### src/design/date_add_days_defines.svh
// Assertion helpers for the date adder; clocked on i_clk, muted while i_rst_n is low.
`ifndef DATE_ADD_DAYS_DEFINES_SVH
`define DATE_ADD_DAYS_DEFINES_SVH

// Plain invariant.
`define DAD_ASSERT(lbl, expr, msg) \
    lbl: assert property (@(posedge i_clk) disable iff (!i_rst_n) (expr)) else $error(msg);

// Same-cycle implication.
`define DAD_ASSERT_IMP(lbl, ante, cons, msg) \
    lbl: assert property (@(posedge i_clk) disable iff (!i_rst_n) \
        (ante) |-> (cons)) else $error(msg);

`endif

### src/design/dad_pkg.sv
package dad_pkg;

    localparam int unsigned DAY_W  = 5;
    localparam int unsigned MON_W  = 4;
    localparam int unsigned YEAR_W = 12;
    localparam int unsigned OFF_W  = 18;
    localparam int unsigned STAT_W = 2;
    localparam int unsigned DNUM_W = 20;   // March-based day number
    localparam int unsigned REST_W = 10;   // day within March-based year
    localparam int unsigned NSTG   = 10;   // pipeline depth incl. output register

    localparam logic [YEAR_W-1:0] YEAR_MIN = 12'd1950;
    localparam logic [YEAR_W-1:0] YEAR_MAX = 12'd2049;

    // result status codes
    localparam logic [STAT_W-1:0] ST_OK     = 2'd0;
    localparam logic [STAT_W-1:0] ST_BAD_IN = 2'd1;
    localparam logic [STAT_W-1:0] ST_RANGE  = 2'd2;

    typedef struct packed {
        logic              ok;
        logic [DNUM_W-1:0] days;   // day number + 16, before the offset
    } t_chk;

    // days from 1 March to the first of month mm (0 = March .. 11 = February)
    function automatic logic [8:0] days_before_month(input logic [MON_W-1:0] mm);
        logic [8:0] v;
        case (mm)
            4'd0:    v = 9'd0;
            4'd1:    v = 9'd31;
            4'd2:    v = 9'd61;
            4'd3:    v = 9'd92;
            4'd4:    v = 9'd122;
            4'd5:    v = 9'd153;
            4'd6:    v = 9'd184;
            4'd7:    v = 9'd214;
            4'd8:    v = 9'd245;
            4'd9:    v = 9'd275;
            4'd10:   v = 9'd306;
            4'd11:   v = 9'd337;
            default: v = 9'd0;
        endcase
        return v;
    endfunction

    // March-based month of a day within the year: count of month starts passed
    function automatic logic [MON_W-1:0] month_index(input logic [REST_W-1:0] rest);
        logic [MON_W-1:0] cnt;
        cnt = '0;
        for (int k = 1; k < 12; k++) begin
            if (rest >= {1'b0, days_before_month(MON_W'(k))}) begin
                cnt = cnt + 1'b1;
            end
        end
        return cnt;
    endfunction

endpackage

### src/design/date_add_days.sv
// Channel  | Handshake                  | Beat payload
// ---------+----------------------------+-------------------------------------------------
// input    | i_in_valid / o_in_ready    | i_in_day, i_in_month, i_in_year, i_day_offset
// output   | o_out_valid / i_out_ready  | o_out_day, o_out_month, o_out_year, o_status
//
// Ten register stages, output register included: one beat per cycle is taken
// while the output side keeps up.
// Each stage holds its beat until the next one has room, so a stall fills bubbles
// first and only stops the input once every stage holds a beat.
// Reset (synchronous) clears the stage valid bits; the data registers are not reset.
`include "date_add_days_defines.svh"

module date_add_days
    import dad_pkg::*;
(
    input  logic                     i_clk,
    input  logic                     i_rst_n,
    input  logic                     i_in_valid,
    output logic                     o_in_ready,
    input  logic [DAY_W-1:0]         i_in_day,
    input  logic [MON_W-1:0]         i_in_month,
    input  logic [YEAR_W-1:0]        i_in_year,
    input  logic signed [OFF_W-1:0]  i_day_offset,
    output logic                     o_out_valid,
    input  logic                     i_out_ready,
    output logic [DAY_W-1:0]         o_out_day,
    output logic [MON_W-1:0]         o_out_month,
    output logic [YEAR_W-1:0]        o_out_year,
    output logic [STAT_W-1:0]        o_status
);

    // floor(2^32 * 10000 / 3652425): year estimate by reciprocal
    localparam logic [23:0] YR_RECIP  = 24'd11759221;
    localparam logic [33:0] YR_DIV    = 34'd3652425;
    // floor(x / 100) = (x * 1311) >> 17 for 12-bit x
    localparam logic [10:0] C_RECIP   = 11'd1311;

    // ---------------- stage control ----------------
    logic [NSTG-1:0] r_vld;
    logic [NSTG-1:0] en;     // stage k may load this cycle

    always_comb begin
        en[NSTG-1] = !r_vld[NSTG-1] || i_out_ready;
        for (int k = NSTG - 2; k >= 0; k--) begin
            en[k] = !r_vld[k] || en[k+1];
        end
    end

    always_ff @(posedge i_clk) begin
        if (!i_rst_n) begin
            r_vld <= '0;
        end else begin
            if (en[0]) begin
                r_vld[0] <= i_in_valid;
            end
            for (int k = 1; k < NSTG; k++) begin
                if (en[k]) begin
                    r_vld[k] <= r_vld[k-1];
                end
            end
        end
    end

    assign o_in_ready  = en[0];
    assign o_out_valid = r_vld[NSTG-1];

    // ---------------- stage 0: check date, partial day number ----------------
    t_chk chk;

    dad_date_check u_check (
        .i_day   (i_in_day),
        .i_month (i_in_month),
        .i_year  (i_in_year),
        .o_chk   (chk)
    );

    t_chk                    r_s0_chk;
    logic signed [OFF_W-1:0] r_s0_off;

    // ---------------- stage 1: add offset ----------------
    logic              r_s1_ok;
    logic [DNUM_W-1:0] r_s1_n;
    logic [20:0]       n_s1_n;

    assign n_s1_n = 21'({1'b0, r_s0_chk.days}) - 21'd16 + 21'(r_s0_off);

    // ---------------- stage 2: year estimate (may be one low) ----------------
    logic              r_s2_ok;
    logic [DNUM_W-1:0] r_s2_n;
    logic [YEAR_W-1:0] r_s2_q0;
    logic [43:0]       n_s2_prod;

    assign n_s2_prod = 44'(r_s1_n) * 44'(YR_RECIP);

    // ---------------- stage 3: scaled day number and estimate ----------------
    logic              r_s3_ok;
    logic [DNUM_W-1:0] r_s3_n;
    logic [YEAR_W-1:0] r_s3_q0;
    logic [33:0]       r_s3_x;
    logic [33:0]       r_s3_t;

    // ---------------- stage 4: fix estimate to floor((10000n+14780)/3652425) ----------------
    logic              r_s4_ok;
    logic [DNUM_W-1:0] r_s4_n;
    logic [YEAR_W-1:0] r_s4_yr;
    logic [33:0]       n_s4_rem;

    assign n_s4_rem = r_s3_x - r_s3_t;

    // ---------------- stage 5: century count ----------------
    logic              r_s5_ok;
    logic [DNUM_W-1:0] r_s5_n;
    logic [YEAR_W-1:0] r_s5_yr;
    logic [5:0]        r_s5_q100;
    logic [22:0]       n_s5_prod;

    assign n_s5_prod = 23'(r_s4_yr) * 23'(C_RECIP);

    // ---------------- stage 6: day within year, previous year's length ----------------
    logic               r_s6_ok;
    logic [YEAR_W-1:0]  r_s6_yr;
    logic signed [10:0] r_s6_rest0;
    logic [8:0]         r_s6_plen;
    logic [20:0]        n_s6_dby;
    logic [20:0]        n_s6_rest0;
    logic               n_s6_cent;
    logic               n_s6_quad;
    logic [8:0]         n_s6_plen;

    always_comb begin
        n_s6_dby   = 21'(r_s5_yr) * 21'd365 + 21'(r_s5_yr[YEAR_W-1:2])
                   - 21'(r_s5_q100) + 21'(r_s5_q100[5:2]);
        n_s6_rest0 = 21'(r_s5_n) - n_s6_dby;
        n_s6_cent  = (r_s5_yr == 12'(r_s5_q100) * 12'd100);
        n_s6_quad  = n_s6_cent && (r_s5_q100[1:0] == 2'b00);
        // dby(yr) - dby(yr-1)
        n_s6_plen  = 9'd365 + 9'(r_s5_yr[1:0] == 2'b00) - 9'(n_s6_cent) + 9'(n_s6_quad);
    end

    // ---------------- stage 7: step back a year when the estimate overshot ----------------
    logic              r_s7_ok;
    logic [YEAR_W-1:0] r_s7_yr;
    logic [REST_W-1:0] r_s7_rest;
    logic [10:0]       n_s7_sum;

    assign n_s7_sum = r_s6_rest0 + 11'(r_s6_plen);

    // ---------------- stage 8: March-based month ----------------
    logic              r_s8_ok;
    logic [YEAR_W-1:0] r_s8_yr;
    logic [REST_W-1:0] r_s8_rest;
    logic [MON_W-1:0]  r_s8_mi;

    // ---------------- stage 9: calendar fields, range check (output register) ----------------
    logic [DAY_W-1:0]  r_out_day;
    logic [MON_W-1:0]  r_out_month;
    logic [YEAR_W-1:0] r_out_year;
    logic [STAT_W-1:0] r_out_status;
    logic              n_s9_wrap;
    logic [YEAR_W-1:0] n_s9_ry;
    logic [MON_W-1:0]  n_s9_rm;
    logic [REST_W-1:0] n_s9_rd;

    always_comb begin
        n_s9_wrap = (r_s8_mi >= 4'd10);   // January, February: next calendar year
        n_s9_ry   = r_s8_yr + YEAR_W'(n_s9_wrap);
        n_s9_rm   = n_s9_wrap ? r_s8_mi - 4'd9 : r_s8_mi + 4'd3;
        n_s9_rd   = r_s8_rest - REST_W'(days_before_month(r_s8_mi)) + 10'd1;
    end

    // ---------------- data registers ----------------
    always_ff @(posedge i_clk) begin
        if (en[0]) begin
            r_s0_chk <= chk;
            r_s0_off <= i_day_offset;
        end
        if (en[1]) begin
            r_s1_ok <= r_s0_chk.ok;
            r_s1_n  <= n_s1_n[DNUM_W-1:0];
        end
        if (en[2]) begin
            r_s2_ok <= r_s1_ok;
            r_s2_n  <= r_s1_n;
            r_s2_q0 <= n_s2_prod[43:32];
        end
        if (en[3]) begin
            r_s3_ok <= r_s2_ok;
            r_s3_n  <= r_s2_n;
            r_s3_q0 <= r_s2_q0;
            r_s3_x  <= 34'(r_s2_n) * 34'd10000 + 34'd14780;
            r_s3_t  <= 34'(r_s2_q0) * YR_DIV;
        end
        if (en[4]) begin
            r_s4_ok <= r_s3_ok;
            r_s4_n  <= r_s3_n;
            r_s4_yr <= r_s3_q0 + YEAR_W'(n_s4_rem >= YR_DIV);
        end
        if (en[5]) begin
            r_s5_ok   <= r_s4_ok;
            r_s5_n    <= r_s4_n;
            r_s5_yr   <= r_s4_yr;
            r_s5_q100 <= n_s5_prod[22:17];
        end
        if (en[6]) begin
            r_s6_ok    <= r_s5_ok;
            r_s6_yr    <= r_s5_yr;
            r_s6_rest0 <= n_s6_rest0[10:0];
            r_s6_plen  <= n_s6_plen;
        end
        if (en[7]) begin
            r_s7_ok <= r_s6_ok;
            if (r_s6_rest0 < 0) begin
                r_s7_yr   <= r_s6_yr - 12'd1;
                r_s7_rest <= n_s7_sum[REST_W-1:0];
            end else begin
                r_s7_yr   <= r_s6_yr;
                r_s7_rest <= r_s6_rest0[REST_W-1:0];
            end
        end
        if (en[8]) begin
            r_s8_ok   <= r_s7_ok;
            r_s8_yr   <= r_s7_yr;
            r_s8_rest <= r_s7_rest;
            r_s8_mi   <= month_index(r_s7_rest);
        end
        if (en[9]) begin
            if (!r_s8_ok) begin
                r_out_day    <= '0;
                r_out_month  <= '0;
                r_out_year   <= '0;
                r_out_status <= ST_BAD_IN;
            end else if ((n_s9_ry < YEAR_MIN) || (n_s9_ry > YEAR_MAX)) begin
                r_out_day    <= '0;
                r_out_month  <= '0;
                r_out_year   <= '0;
                r_out_status <= ST_RANGE;
            end else begin
                r_out_day    <= n_s9_rd[DAY_W-1:0];
                r_out_month  <= n_s9_rm;
                r_out_year   <= n_s9_ry;
                r_out_status <= ST_OK;
            end
        end
    end

    assign o_out_day   = r_out_day;
    assign o_out_month = r_out_month;
    assign o_out_year  = r_out_year;
    assign o_status    = r_out_status;

    // ---------------- checks ----------------
    `DAD_ASSERT_IMP(a_stall_only_full, !o_in_ready, o_out_valid, "input stalled with output empty")
    `DAD_ASSERT_IMP(a_err_zero, o_out_valid && (o_status != ST_OK), (o_out_day == '0) && (o_out_month == '0) && (o_out_year == '0), "error beat carries a date")
    `DAD_ASSERT_IMP(a_ok_fields, o_out_valid && (o_status == ST_OK), (o_out_day != '0) && (o_out_month != '0) && (o_out_month <= 4'd12) && (o_out_year >= YEAR_MIN) && (o_out_year <= YEAR_MAX), "ok beat with bad date")
    `DAD_ASSERT_IMP(a_status_code, o_out_valid, (o_status == ST_OK) || (o_status == ST_BAD_IN) || (o_status == ST_RANGE), "unknown status")

endmodule

### src/design/dad_date_check.sv
module dad_date_check
    import dad_pkg::*;
(
    input  logic [DAY_W-1:0]  i_day,
    input  logic [MON_W-1:0]  i_month,
    input  logic [YEAR_W-1:0] i_year,
    output t_chk              o_chk
);

    logic [DAY_W-1:0]  mlen;
    logic [MON_W-1:0]  mm;
    logic [YEAR_W-1:0] yy;
    logic [21:0]       acc;

    always_comb begin
        case (i_month)
            4'd2:                      mlen = (i_year[1:0] == 2'b00) ? 5'd29 : 5'd28;
            4'd4, 4'd6, 4'd9, 4'd11:   mlen = 5'd30;
            default:                   mlen = 5'd31;
        endcase
    end

    // Jan/Feb count as months 10/11 of the year before
    assign mm = (i_month >= 4'd3) ? i_month - 4'd3 : i_month + 4'd9;
    assign yy = i_year - ((i_month < 4'd3) ? 12'd1 : 12'd0);

    // 365*yy + yy/4 - yy/100 + yy/400 reduces to 365*yy + yy/4 - 15 over 1949..2049;
    // the -15 and the -1 on the day are applied in the next stage
    assign acc = 22'(yy) * 22'd365 + 22'(yy[YEAR_W-1:2])
               + 22'(days_before_month(mm)) + 22'(i_day);

    assign o_chk.ok = (i_day != '0) && (i_month != '0) && (i_month <= 4'd12)
                   && (i_year >= YEAR_MIN) && (i_year <= YEAR_MAX) && (i_day <= mlen);
    assign o_chk.days = acc[DNUM_W-1:0];

endmodule

### config.mk
export PLATFORM = sky130hd
export DESIGN_NAME = date_add_days
export DESIGN_NICKNAME = d
export VERILOG_FILES = /design/src/design/dad_pkg.sv /design/src/design/date_add_days.sv /design/src/design/dad_date_check.sv
export VERILOG_INCLUDE_DIRS = /design/src /design/src/design
export SDC_FILE = /design/constraint.sdc
export NUM_CORES = 2
export LEC_CHECK = 0
export BUFFER_PORTS_ARGS = -buffer_cell sky130_fd_sc_hd__buf_4
export CORE_ASPECT_RATIO = 0.7
export CORE_MARGIN = 2
export CORE_UTILIZATION = 45
export DETAILED_ROUTE_END_ITERATION = 10
export SYNTH_ARGS = -nofsm -noshare
export SYNTH_HDL_FRONTEND = slang
export SYNTH_SLANG_ARGS = --single-unit
### constraint.sdc
create_clock -name i_clk -period 8.8 [get_ports i_clk]
set_clock_uncertainty 0.2 [all_clocks]
set_input_delay 1.32 -clock i_clk [delete_from_list [all_inputs] [get_ports i_clk]]
set_output_delay 1.32 -clock i_clk [all_outputs]
set_load 0.005 [all_outputs]
Word level (Yosys, flattened, before mapping)
Memory sizes are Yosys's and may differ from the RTL's. A register that Yosys moved wholly into a read port is not among the register bits.
Index checks and enable logic that the tools add are counted.
Operators by class
  add/sub/neg operators: 35
  multipliers: 7
  divide/modulo/power cells: 0
  order comparisons: 22
  eq/ne operators: 6
  shifts and indexed selects: 0
  mux-type cells: 41
  bitwise gates (word level): 1
  reduce and logical (&&, ||, !) cells: 34
Operator list (count)
  $ge A10 B9 Y1: 11
  $mux W9: 11
  $mux W4: 23
  $mul A20 B24 Y44 const B: 1
  $add A4 B1 Y4 const B: 10
  $add A34 B14 Y34 const B: 1
  $ge A34 B22 Y1 const B: 1
  $mul A12 B22 Y34 const B: 1
  $sub A34 B34 Y34: 1
  $mul A20 B10 Y30 const B: 1
  $add A12 B1 Y12: 2
  $mul A12 B11 Y23 const B: 1
  $add A20 B10 Y20: 1
  $add A20 B20 Y20: 1
  $add A20 B5 Y20: 1
  $add A20 B9 Y20: 1
  $mul A12 B9 Y20 const B: 1
  $sub A20 B5 Y20 const B: 1
  $eq A12 B12 Y1: 1
  $ge A12 B11 Y1 const B: 1
  $gt A12 B12 Y1 const B: 1
  $le A12 B12 Y1 const B: 1
  $lt A12 B11 Y1 const B: 1
  $mul A12 B9 Y11 const B: 1
  40 further kinds: 70
Word-level totals
  register bits after elaboration: 350
  bits in latches: 0
  bits in writable memories: 0
  memory bits (read-only): 288
  input bits: 43
  output and inout bits: 25
  logic and storage cells: 193
  memories kept: 2
Memories
  (no name shown): depth 16, width 9, read ports 1, clocked after memory_dff 1, wr ports 0, RTL line dad_pkg.sv:28  | case (mm)
  (no name shown): depth 16, width 9, read ports 1, clocked after memory_dff 0, wr ports 0, RTL line dad_pkg.sv:28

Longest topological paths before layout
  word-level depth: 37
  depth in mapped cells: 39
  gate-level depth less buffers: 38

Cells and area by module
Synthesis repeated with hierarchy kept, for this count alone.
Second synthesis, totals
  cells, all modules: 3776
  area, all modules: 40722.8 µm²
Modules (own cells, without submodules)
  date_add_days: times used 1, cells an instance 3362, area an instance 37220.7 µm², sequential area each 10089.7 µm²
  dad_date_check: times used 1, cells an instance 414, area an instance 3502.1 µm², sequential area each 0.0 µm²

Worst setup path before layout
Ideal clock, no wire load.
  path type: input to output
  start point: in i_out_ready
  end point: out o_in_ready
  arrival: 6.347 ns
  data required time: 7.280 ns
  path slack: 0.933 ns
  stages on the path: 9
  path buffers: 1
  cell sequence: nor2b_1 and2_1 clkbuf_1 nand3_1 nor2_1 and2_1 nand2_1 nor2_1 nand3_1
Between the ends
  longest elaborated chain between the ends: 10
RTL lines
  from (decl): RTL line date_add_days.sv:25  | input logic i_out_ready,
  $logic_or A1 B1 Y1: RTL line date_add_days.sv:43  | en[NSTG-1] = !r_vld[NSTG-1] || i_out_ready;
  $logic_or A1 B1 Y1 (3 in series): RTL line date_add_days.sv:45  | en[k] = !r_vld[k] || en[k+1];
  named net en[6]: RTL line date_add_days.sv:40  | logic [NSTG-1:0] en;
  $logic_or A1 B1 Y1 (3 in series): RTL line date_add_days.sv:45
  named net en[3]: RTL line date_add_days.sv:40
  $logic_or A1 B1 Y1 (3 in series): RTL line date_add_days.sv:45
  to (decl): RTL line date_add_days.sv:19  | output logic o_in_ready,
The timed path passes the listed nets, and every way through them passes these cells.

==> impl_metrics.yaml <==
cts:
  cts_buffers: 41
  post_cts.repair.setup_buffers: 0
  clockBufferDepth: 3
  clk_latency_ns: 0.60
  cts_tree: "built"
  cts_root_buf: "clkbuf_16"
  cts_resized: 0
  cts_sinks: 341
  hold_buffers: 0
  path_clk_slew_ns: 0.06
  htree_levels: 2
finish:
  fin_cells: 5080
  area_growth_syn_to_layout_pct: 8.56
  num_antenna_cells: 0
  layout.nets: 5111
  fin_area_um2: 44000
  drive_above_1_share: 0.0469
  fillCellCount: 8248
hold_path:
  hp-class: "reg -> reg"
  worstHoldStart: "r_s4_n[7]$_DFFE_PP_"
status:
  status: "complete, no violations"
setup_path:
  setup.worst_path.end_class: "register"
  regToRegStartpoint: "r_s7_rest[9]$_DFFE_PP_"
  setup.worst_path.start_class: "register"
  critical_path_class: "reg -> reg"
  path_buf_inv: 4
  cp_top_family: "adder cells"
  crit_arrival_ns: 8.35
  critPathSlowestCell: "edfxtp_1"
  worst-path-max-fanout: 8
  crit_top_cell: "ha_1"
  crit_required_ns: 9.10
  cp-startpoint: "r_s7_rest[9]$_DFFE_PP_"
  cpPeakStageDelay_ns: 0.50
synthesis:
  synth_top_area_frac: 0.243
  syn_avg_cell_area_um2: 10.7
  synth_top_area_cell: "fa_1"
  synth.area.top_cells: "fa_1 24%, edfxtp_1 24%, ha_1 22%"
  syn_inst: 3768
  syn_nets: 5007
  netlist_area_um2: 40500
  ys_ff_latch: 341
  yosysWarnings: 0
  synth_top_flop_cell: "edfxtp_1"
  synth.distinct_cells: 80
  synth_edf_count: 326
  yosysSeqAreaShare: 0.249
  synth-async-reset-ratio: 0
detailed_routing:
  drt-pass1-iter-count: 6
  ant_nets: 0
  via_per_inst: 5.00
  drc: 0
  routed_wl_um: 86400
  drt_iter0_markers: 1597
  wl_per_cell_um: 17.0
  vias: 25400
placed_design:
  hpwlAfterDp_um: 73100
  port_buffers: 67
  dp_slack_ns: 0.724
  gp_congestion: 0.889
  placed_area_um2: 42500
  place_inst: 5001
sta:
  fin_crit_sh: 0.915
  rsz0062_at_grt: "false"
  setup_violations: 0
  tns_ns: 0
  slew_headroom: 0.258
  final_max_slew_viol_count: 0
  max_freq_ghz: 0.124
  hold_viol: 0
  layout_setup_ws_ns: 0.746
  tightest_slew_ns: 1.11
  period_minus_slack_ns: 8.05
floorplan:
  floorplan.die.height_um: 255
  die-area_um2: 92400
  start_util: 0.452
  core_um2: 89600
  fp.dieW_um: 363
  ios: 68
  rows: 92
grt:
  grt-ovfl-total: 0
  grt_pass1_vias: 25900
  grt_pass1_wl_um: 143000
  grt_max_degree: 74
  track_usage: 0.197
  antenna_found_initial: 4
flow_run:
  maxCapViolations: 0
==> cell usage in the layout (no fill, tap or decap), types with 18 or more instances in the layout <==
cell / synthesis / routed
a211oi_1: 18 / 18
a21o_1: 62 / 62
a21oi_1: 132 / 132
and3_1: 28 / 28
buf_4: 0 / 82
clkbuf_16: 0 / 41
edfxtp_1: 326 / 326
fa_1: 491 / 491
ha_1: 705 / 705
inv_1: 977 / 977
nand2_1: 95 / 94
nand2b_1: 22 / 22
nand3_1: 46 / 45
nand4_1: 24 / 24
nor2_1: 127 / 127
nor2b_1: 30 / 30
nor3_1: 48 / 48
o21a_1: 30 / 30
o21ai_0: 83 / 83
o21bai_1: 20 / 20
xnor2_1: 163 / 163
xor2_1: 82 / 82
==> registers in the layout, indices dropped and copies added, names as in the netlist, 10 cells and up, named ones only <==
register and flops:
r_s7_yr 12, r_s6_yr 12, r_s5_n 11, r_s3_x 30
r_s3_q0 12, r_s6_rest0 11, r_s3_t 31, r_s8_yr 12
o_out_year 12, r_s2_q0 12, r_s3_n 11, r_s0_off 18
r_s7_rest 10, r_s1_n 20, r_s5_yr 12, r_s2_n 20
r_s0_chk 21, r_s4_yr 12, r_s4_n 11, r_vld 10
==> area by class of cell <==
class / count / area (um^2) / area share
Tap cell: 1175 / 1470 / 0.0334
Timing Repair Buffer: 82 / 616 / 0.0140
Clock inverter: 29 / 394 / 0.00897
Sequential cell: 341 / 10100 / 0.230
Multi-Input combinational cell: 2427 / 26700 / 0.606
Inverter: 979 / 3670 / 0.0836
Clock buffer: 47 / 1060 / 0.0241
==> synth_stat cells (12+ instances only) <==
cell,n
o21a_1,30
inv_1,977
fa_1,491
o21ai_0,83
or3_1,16
a21o_1,62
nor2_1,127
edfxtp_1,326
xor2_1,82
o21bai_1,20
nor2b_1,30
nor3_1,48
nand4_1,24
ha_1,705
clkbuf_1,19
nand2b_1,22
nand3_1,46
dfxtp_1,15
and2_1,15
a21oi_1,132
and3_1,28
nand2_1,95
a21boi_0,12
a31oi_1,13
xnor2_1,163
o211ai_1,13
a211oi_1,18
==> final timing paths <==
kind	end	slack, ns	cells past startpoint
hold reg to reg	r_s5_n[7]$_DFFE_PP_	0.20	0
setup / recovery	register	0.75	36
setup reg to reg	register	0.75	36
hold / removal	r_s5_n[7]$_DFFE_PP_	0.20	0
==> metal layers <==
metal,vias up,global-route usage,wire length [um]
met4,0,0.0264,907
met2,471,0.276,33900
met3,61,0.0423,5540
met5,-,0,0
li1,12500,-,-
met1,12300,0.314,46000
==> through the flow <==
step,hold slack [ns],util
after global placement,0.201,0.474
after CTS,0.184,0.491
final,0.202,0.491
after floorplan,0.200,-
after global routing,0.204,0.491
after detailed placement,0.205,0.474
==> cell families (layout without fill, tap and decap cells) <==
kind of cell / count (synthesis) / in the layout / share of synthesized area
adders and majority gates: 1196 / 1196 / 0.461
buffers and inverters: 1000 / 1137 / 0.0929
and+or+nand+nor: 503 / 503 / 0.0626
AOI/OAI and AO/OA: 462 / 462 / 0.0751
DFF: 341 / 341 / 0.249
xor gates and xnor gates: 249 / 249 / 0.0552
muxes: 17 / 17 / 0.00439
Power is left out: the tool's default activity adds up to more than one toggle a clock period on the data nets, which glitch-free logic cannot reach.
